[src/hw/rtl/tmhq_pkg.sv]
// Package for the timer min-heap queue: action and status codes, the controller
// state type and the control/status structs shared by controller and datapath.
// No dependencies.
package tmhq_pkg;

  localparam int unsigned CapacityDefault = 64;
  localparam int unsigned TimeW = 64;

  typedef enum logic [2:0] {
    ACT_SCHEDULE = 3'd0,
    ACT_CANCEL   = 3'd1,
    ACT_QUERY    = 3'd2,
    ACT_EXPIRE   = 3'd3,
    ACT_CLEAR    = 3'd4
  } action_t;

  typedef enum logic [2:0] {
    ST_OK       = 3'd0,
    ST_FULL     = 3'd1,
    ST_RANGE    = 3'd2,
    ST_INACTIVE = 3'd3,
    ST_NONE_DUE = 3'd4
  } status_t;

  typedef enum logic [4:0] {
    S_IDLE,
    S_INIT,        // link sweep of the id table after reset
    S_DECODE,
    S_SCHED_RD,    // read the new id's free-list link
    S_SCHED_WT,
    S_LOOK_RD,     // read slot of id
    S_LOOK_WT,
    S_LOOK_RD2,    // read heap entry at that slot
    S_LOOK_WT2,
    S_ROOT_RD,     // expire/clear: read root
    S_ROOT_WT,
    S_RM_START,    // remove entry at cur: free id, read last entry
    S_RM_WT,
    S_RM_PAR_RD,   // read hole's parent
    S_RM_PAR_WT,
    S_UP_RD,       // sift up: read parent
    S_UP_WT,
    S_DN_RD,       // sift down: read both children
    S_DN_WT,
    S_PLACE,       // final write of the moving entry
    S_EMIT,
    S_HOLD         // emit removed entry once the next root is read
  } state_t;

  // Commands from controller to datapath
  typedef struct packed {
    logic load_in;      // latch input beat
    logic init_wr;      // write link during init sweep
    logic rd_link;      // read slot_of_id[req id]
    logic rd_at_cur;    // read heap[cur]
    logic rd_last;      // read heap[count-1]
    logic rd_parent;    // read heap[parent(cur)]
    logic rd_children;  // read heap[2cur+1], heap[2cur+2]
    logic sched_take;   // pop free list, set up moving entry
    logic rm_take;      // free owner of heap[cur], move last entry into hole
    logic move_parent;  // heap[cur] <= parent, cur <= parent
    logic move_child;   // heap[cur] <= smaller child, cur <= child
    logic place;        // heap[cur] <= moving entry
    logic cnt_inc;
    logic set_cur_link; // cur <= read link
    logic set_cur_root; // cur <= 0
    logic [2:0] st;     // status of result
    logic res_from_rd;  // result id/time from removed entry
    logic res_from_look;// result id/time from heap read (query)
    logic res_id_only;  // id echoed, time 0
    logic res_sched;    // id and time of scheduled entry
    logic res_last;
    logic out_load;
  } tmhq_cmd_t;

  // Status from datapath to controller
  typedef struct packed {
    logic [2:0] action;
    logic       free_full;
    logic       id_range;
    logic       id_live;
    logic       empty;
    logic       root_due;
    logic       init_done;
    logic       cur_zero;
    logic       moved_lt_parent;
    logic       hole_valid;     // cur < count after remove
    logic       has_child;
    logic       child_lt;       // smaller child < moving time
    logic       out_busy;
  } tmhq_sts_t;

endpackage

[src/hw/rtl/tmhq_ctrl.sv]
// Controller state machine of the timer min-heap queue.
// Depends on tmhq_pkg.
module tmhq_ctrl (
  input  logic                 clk,
  input  logic                 rst,
  input  logic                 in_valid,
  output logic                 in_ready,
  input  tmhq_pkg::tmhq_sts_t  sts,
  output tmhq_pkg::tmhq_cmd_t  cmd
);
  import tmhq_pkg::*;

  state_t state, state_next;
  logic   rm_mode, rm_mode_next; // 1: expire loop, 0: clear loop
  logic   in_rm, in_rm_next;     // sift belongs to a removal
  logic   from_cancel, from_cancel_next;

  // State register
  always_ff @(posedge clk) begin
    if (rst) begin
      state <= S_INIT;
      rm_mode <= 1'b0;
      in_rm <= 1'b0;
      from_cancel <= 1'b0;
    end else begin
      state <= state_next;
      rm_mode <= rm_mode_next;
      in_rm <= in_rm_next;
      from_cancel <= from_cancel_next;
    end
  end

  // Next state and commands
  always_comb begin
    state_next = state;
    rm_mode_next = rm_mode;
    in_rm_next = in_rm;
    from_cancel_next = from_cancel;
    cmd = '0;
    in_ready = 1'b0;
    unique case (state)
      S_INIT: begin
        cmd.init_wr = 1'b1;
        if (sts.init_done) state_next = S_IDLE;
      end
      S_IDLE: begin
        in_ready = 1'b1;
        if (in_valid) begin
          cmd.load_in = 1'b1;
          state_next = S_DECODE;
        end
      end
      S_DECODE: begin
        in_rm_next = 1'b0;
        from_cancel_next = 1'b0;
        unique case (sts.action) inside
          ACT_SCHEDULE: begin
            if (sts.free_full) begin
              cmd.st = ST_FULL;
              state_next = S_EMIT;
            end else begin
              cmd.rd_link = 1'b1;
              state_next = S_SCHED_RD;
            end
          end
          ACT_CANCEL, ACT_QUERY: begin
            if (sts.id_range) begin
              cmd.st = ST_RANGE;
              state_next = S_EMIT;
            end else if (!sts.id_live) begin
              cmd.st = ST_INACTIVE;
              cmd.res_id_only = 1'b1;
              state_next = S_EMIT;
            end else begin
              cmd.rd_link = 1'b1;
              state_next = S_LOOK_RD;
            end
          end
          ACT_EXPIRE: begin
            rm_mode_next = 1'b1;
            if (sts.empty) begin
              cmd.st = ST_NONE_DUE;
              state_next = S_EMIT;
            end else begin
              cmd.set_cur_root = 1'b1;
              state_next = S_ROOT_RD;
            end
          end
          ACT_CLEAR: begin
            rm_mode_next = 1'b0;
            if (sts.empty) state_next = S_EMIT;
            else begin
              cmd.set_cur_root = 1'b1;
              state_next = S_ROOT_RD;
            end
          end
          default: state_next = S_EMIT;
        endcase
      end
      S_SCHED_RD: state_next = S_SCHED_WT;
      S_SCHED_WT: begin
        cmd.sched_take = 1'b1;
        cmd.cnt_inc = 1'b1;
        cmd.res_sched = 1'b1;
        state_next = S_UP_RD;
      end
      S_LOOK_RD: state_next = S_LOOK_WT;
      S_LOOK_WT: begin
        cmd.set_cur_link = 1'b1;
        state_next = S_LOOK_RD2;
      end
      S_LOOK_RD2: begin
        cmd.rd_at_cur = 1'b1;
        state_next = S_LOOK_WT2;
      end
      S_LOOK_WT2: begin
        if (sts.action == ACT_QUERY) begin
          cmd.res_from_look = 1'b1;
          state_next = S_EMIT;
        end else begin
          from_cancel_next = 1'b1;
          state_next = S_RM_START;
        end
      end
      S_ROOT_RD: begin
        cmd.rd_at_cur = 1'b1;
        state_next = S_ROOT_WT;
      end
      S_ROOT_WT: begin
        if (rm_mode && !sts.root_due) begin
          // only reached on the first pass: not due at all
          cmd.st = ST_NONE_DUE;
          state_next = S_EMIT;
        end else state_next = S_RM_START;
      end
      S_RM_START: begin
        cmd.rd_last = 1'b1;
        state_next = S_RM_WT;
      end
      S_RM_WT: begin
        cmd.rm_take = 1'b1;
        in_rm_next = 1'b1;
        if (from_cancel || rm_mode) cmd.res_from_rd = 1'b1;
        state_next = sts.hole_valid ? S_RM_PAR_RD : S_EMIT;
      end
      S_RM_PAR_RD: begin
        cmd.rd_parent = 1'b1;
        state_next = S_RM_PAR_WT;
      end
      S_RM_PAR_WT: begin
        if (!sts.cur_zero && sts.moved_lt_parent) state_next = S_UP_RD;
        else state_next = S_DN_RD;
      end
      S_UP_RD: begin
        if (sts.cur_zero) state_next = S_PLACE;
        else begin
          cmd.rd_parent = 1'b1;
          state_next = S_UP_WT;
        end
      end
      S_UP_WT: begin
        if (sts.moved_lt_parent) begin
          cmd.move_parent = 1'b1;
          state_next = S_UP_RD;
        end else state_next = S_PLACE;
      end
      S_DN_RD: begin
        if (!sts.has_child) state_next = S_PLACE;
        else begin
          cmd.rd_children = 1'b1;
          state_next = S_DN_WT;
        end
      end
      S_DN_WT: begin
        if (sts.child_lt) begin
          cmd.move_child = 1'b1;
          state_next = S_DN_RD;
        end else state_next = S_PLACE;
      end
      S_PLACE: begin
        cmd.place = 1'b1;
        state_next = S_EMIT;
      end
      S_EMIT: begin
        // expire/clear with more to remove: loop without a beat for clear
        if (in_rm && !from_cancel && !rm_mode && !sts.empty) begin
          cmd.set_cur_root = 1'b1;
          in_rm_next = 1'b0;
          state_next = S_ROOT_RD;
        end else if (!sts.out_busy) begin
          cmd.out_load = 1'b1;
          cmd.res_last = 1'b1;
          if (in_rm && !from_cancel && rm_mode && !sts.empty) begin
            // peek next root before deciding on last
            state_next = S_HOLD;
            cmd.out_load = 1'b0;
            cmd.set_cur_root = 1'b1;
            cmd.rd_at_cur = 1'b1;
          end else begin
            state_next = S_IDLE;
          end
        end
      end
      S_HOLD: begin
        // root data now read: emit removed entry with last flag
        cmd.out_load = 1'b1;
        cmd.res_last = !sts.root_due;
        in_rm_next = 1'b0;
        state_next = sts.root_due ? S_RM_START : S_IDLE;
      end
      default: state_next = S_IDLE;
    endcase
  end

`ifndef SYNTHESIS
  // Input is only taken when idle
  a_ready_idle: assert property (@(posedge clk) disable iff (rst)
    in_ready |-> state == S_IDLE) else $error("ready outside idle");
  // Datapath commands are never combined in conflicting ways
  a_move_onehot: assert property (@(posedge clk) disable iff (rst)
    $onehot0({cmd.move_parent, cmd.move_child, cmd.place, cmd.rm_take}))
    else $error("conflicting heap writes");
  // A load of the input is followed by a decode
  a_decode: assert property (@(posedge clk) disable iff (rst)
    cmd.load_in |=> state == S_DECODE) else $error("no decode after load");
`endif
endmodule

[config.mk]
export PLATFORM = sky130hd
export DESIGN_NAME = tmhq_ctrl
export DESIGN_NICKNAME = d
export VERILOG_FILES = /design/src/hw/rtl/tmhq_pkg.sv /design/src/hw/rtl/tmhq_ctrl.sv
export SDC_FILE = /design/constraint.sdc
export NUM_CORES = 1
export LEC_CHECK = 0
export BUFFER_PORTS_ARGS = -buffer_cell sky130_fd_sc_hd__buf_2
export CAP_MARGIN = 20
export CORE_MARGIN = 2
export CORE_UTILIZATION = 30
export CTS_CLUSTER_SIZE = 28
export DETAILED_ROUTE_END_ITERATION = 6
export SETUP_SLACK_MARGIN = 0.4
export SLEW_MARGIN = 20
export SYNTH_ARGS = -nofsm -noshare
export SYNTH_HDL_FRONTEND = slang
export SYNTH_SLANG_ARGS = --single-unit
[constraint.sdc]
create_clock -name clk -period 2.8 [get_ports clk]
set_input_delay 0.84 -clock clk [delete_from_list [all_inputs] [get_ports clk]]
set_output_delay 0.84 -clock clk [all_outputs]
set_load 0.1 [all_outputs]
==> flow_summary_export.csv <==
group,metric,value,unit
cts,cts_root_buffer,"sky130_fd_sc_hd__clkbuf_8",
setup_path,crit_arrival,2.10,ns
sta,fin_hold_ws,0.522,ns
layout,num-nets-final,264,
layout,flow.area_growth_from_synthesis,113,%
logic_synthesis,synth_seq_cells,8,
power,cell_area_power_density,800,nW/um^2
cts,clock_sink_count,8,
placement,place_congestion,0.943,
sta,slew_worst_pin,0.459,ns
power,p_sw,1090,uW
placement,place.detailed.hpwl,3260,um
min_path,min-delay-start,"in_rm",
die,die_w,65.9,um
power,total_power,1960,uW
sta,fin_ws,-0.135,ns
sta,grt_setup_unrepaired,"true",
setup_path,worst-setup-path-type,"primary input to output pin",
sta,timing.final.max_slew_violations,0,
logic_synthesis,async_reset_ff_share,0,%
grt,number_of_global_route_vias_before_repair,1580,
die,effective_utilization_at_floorplan,31.4,%
die,core.rowCount,22,
die,die_h,65.9,um
detailed_routing,routed_vias_inst,5.53,
sta,final_report_hold_violation_count,0,
power,internal_power,868,uW
min_path,min_path_type,"register to register",
detailed_routing,routed-via-count,1616,
die,core-area,3660,sq um
sta,slew_headroom,69.1,%
setup_path,worst_r2r_path_depth,6,
cts,clock_tree.buffer_depth,2,
setup_path,crit_chain,"buf_8 -> or4b_4 -> a211o_4 -> nand2_8 -> buf_12",
detailed_routing,wire_per_inst,15.8,um
setup_path,critical_path.startpoint,"sts[13]",
logic_synthesis,ys_types,55,
grt,grt_max_degree,19,
setup_path,cp-start-kind,"primary input",
setup_path,worstReg2RegStart,"state[1]",
setup_path,crit_path_top_delay_cell,"sky130_fd_sc_hd__or4b_4",
logic_synthesis,post_synth_inst_count,174,
logic_synthesis,ys_seq_area_share,13.9,%
setup_path,worstSetupEndpoint,"cmd[9]",
cts,cts_buffers,3,
logic_synthesis,synth_edf_count,0,
placement,pre_cts_slack,-0.180,ns
grt,grt_overflow_total,0,
power,seq_power_share,12.3,%
detailed_routing,route.detailed.drc,0,
logic_synthesis,netlist_area,1150,sq um
logic_synthesis,number_of_nets_in_the_synthesized_netlist,192,
cts,tritoncts,"yes",
sta,clock.fmax,341,MHz
sta,min_period_over_period,105,%
detailed_routing,ant_nets,0,
detailed_routing,drt_iter0_drc,93,
logic_synthesis,yosys_most_used_dff,"sky130_fd_sc_hd__dfxtp_1",
grt,grt_first_pass_wirelength,7510,um
status,status,"complete, but fails checks",
detailed_routing,finalWirelength,4600,um
layout,mostFrequentLayoutCell,"sky130_fd_sc_hd__buf_4",
sta,clock-skew-final,0.00571,ns
power,worst_ir_drop_vdd,0.000447,V
setup_path,cp_data_required_time,1.96,ns
layout,most_used_cells_in_the_layout_excluding_fill_and_tap_cells,"sky130_fd_sc_hd__buf_4, sky130_fd_sc_hd__buf_12, sky130_fd_sc_hd__nor2_1",
cts,cts.htree.levels,1,
die,ios,43,
cts,ctsHoldBuffers,0,
power,share_clk_of_total_power,7.5,%
detailed_routing,detail_route.first_pass.iterations,4,
power,switching_share,55.6,%
die,dieArea,4340,sq um
flow_run,cap_violations,0,
logic_synthesis,synth_area_per_cell,6.60,sq um
setup_path,critical-path-max-stage-delay,0.54,ns
setup_path,minimum_setup_slack_among_reg_to_reg_paths,0.89,ns
cts,clk_transition_reported_paths,0.05,ns
status,violations,"negative setup slack",
logic_synthesis,yosys_warnings,0,
placement,port_buffers,42,
grt,antenna_found_initial,0,
setup_path,end_kind,"output pin",
cts,clk_latency,0.24,ns
layout,insertedDiodeCount,0,
grt,grtUsageTotal,22.4,%
setup_path,timing.rr.end,"state[0]",
layout,post_route_cells_drive_above_1_share,57.8,%
power,p_leak,0.000926,uW
setup_path,critical_path_peak_fanout,3,
power,power.combinational.fraction,80.2,%
sta,timing.final.crit_period,2.94,ns
sta,setup_viol,1,
-- layout make-up --
cell class,count,area [sq um]
multi-input combinational,147,1190
inverter,5,22.5
clock buffer,3,41.3
timing repair buffer,81,952
sequential,8,176
tap,48,60.1
fill,288,1220
-- registers in the layout, indices dropped and copies added, names as in the netlist --
register / count
state: 5
from_cancel: 1
in_rm: 1
rm_mode: 1
-- Yosys cell counts, types with 2 or more instances --
| cell type | number | area share [%] |
|---|---|---|
| sky130_fd_sc_hd__a211oi_1 | 2 | 1.3 |
| sky130_fd_sc_hd__a21oi_1 | 9 | 3.9 |
| sky130_fd_sc_hd__a311oi_1 | 2 | 1.5 |
| sky130_fd_sc_hd__a31oi_1 | 5 | 2.7 |
| sky130_fd_sc_hd__and2_1 | 2 | 1.1 |
| sky130_fd_sc_hd__and2b_2 | 2 | 1.5 |
| sky130_fd_sc_hd__and3_1 | 5 | 2.7 |
| sky130_fd_sc_hd__buf_1 | 2 | 0.65 |
| sky130_fd_sc_hd__buf_4 | 2 | 1.3 |
| sky130_fd_sc_hd__buf_6 | 2 | 2.0 |
| sky130_fd_sc_hd__clkbuf_1 | 6 | 2.0 |
| sky130_fd_sc_hd__dfxtp_1 | 8 | 14 |
| sky130_fd_sc_hd__inv_1 | 5 | 1.6 |
| sky130_fd_sc_hd__nand2_1 | 16 | 5.2 |
| sky130_fd_sc_hd__nand2b_1 | 6 | 3.3 |
| sky130_fd_sc_hd__nand3_1 | 6 | 2.6 |
| sky130_fd_sc_hd__nand3b_1 | 2 | 1.3 |
| sky130_fd_sc_hd__nor2_1 | 24 | 7.8 |
| sky130_fd_sc_hd__nor2b_1 | 3 | 1.6 |
| sky130_fd_sc_hd__nor3_1 | 11 | 4.8 |
| sky130_fd_sc_hd__nor3b_1 | 3 | 2.0 |
| sky130_fd_sc_hd__nor4_1 | 2 | 1.1 |
| sky130_fd_sc_hd__o211ai_1 | 3 | 2.0 |
| sky130_fd_sc_hd__o21a_1 | 5 | 3.3 |
| sky130_fd_sc_hd__o21ai_0 | 10 | 4.4 |
| sky130_fd_sc_hd__or2_1 | 2 | 1.1 |
-- power by group through the flow --
| stage | Sequential (uW) | Clock [uW] | Combinational (uW) |
|---|---|---|---|
| 6_report | 241 | 147 | 1570 |
| 5_1_grt | 248 | 148 | 1650 |
| 4_1_cts | 240 | 143 | 1490 |
| 3_5_place_dp | 224 | 0 | 1360 |
| 3_3_place_gp | 222 | 0 | 1360 |
| 2_1_floorplan | 165 | 0 | 1030 |
-- cell families after synthesis --
logic type | after synthesis | share of synthesized area, %
compound gates | 48 | 27.9
flops | 8 | 13.9
mux | 1 | 0.871
simple gates | 98 | 48.5
buf+inv | 19 | 8.82
-- critical path: cells and delay by family --
family	cells	cell delay [ns]
AO/OA/AOI/OAI	1	0.38
buffers and inverters	2	0.27
AND/OR/NAND/NOR	2	0.60
-- metal layers --
| metal | routed length (um) | vias to the layer above | track usage [%] |
|---|---|---|---|
| met5 | 0 | - | 0 |
| met4 | 75 | 0 | 8.85 |
| met3 | 285 | 7 | 3.75 |
| met2 | 2350 | 66 | 38.1 |
| met1 | 1890 | 764 | 27.7 |
| li1 | - | 779 | - |
-- how the worst min path moves through the flow --
stage | slack [ns] | endpoint | depth (start not counted)
floorplan | 0.48 | in_rm | 2
global placement | 0.49 | in_rm | 2
detailed placement | 0.50 | in_rm | 2
CTS | 0.52 | in_rm | 2
global route | 0.55 | in_rm | 2
finish | 0.52 | in_rm | 2
-- repair_timing --
action / CTS / global route
resized for setup: 45 / 6
buffers inserted: 16 / 6
setup endpoints to repair: 23 / 20
pin swaps: 18 / 14
-- stage by stage --
step / instance area (sq um) / std cells / utilization, % / setup TNS, ns
floorplan: 1410 / 174 / - / -1.37
global placement: 2030 / 267 / 55.5 / -0.297
detailed placement: 2030 / 267 / 55.5 / -0.342
CTS: 2380 / 286 / 64.9 / -0.149
global route: 2440 / 292 / 66.8 / -0.150
finish: 2440 / 292 / 66.8 / -0.135
Power figures use the tool's default switching activity.
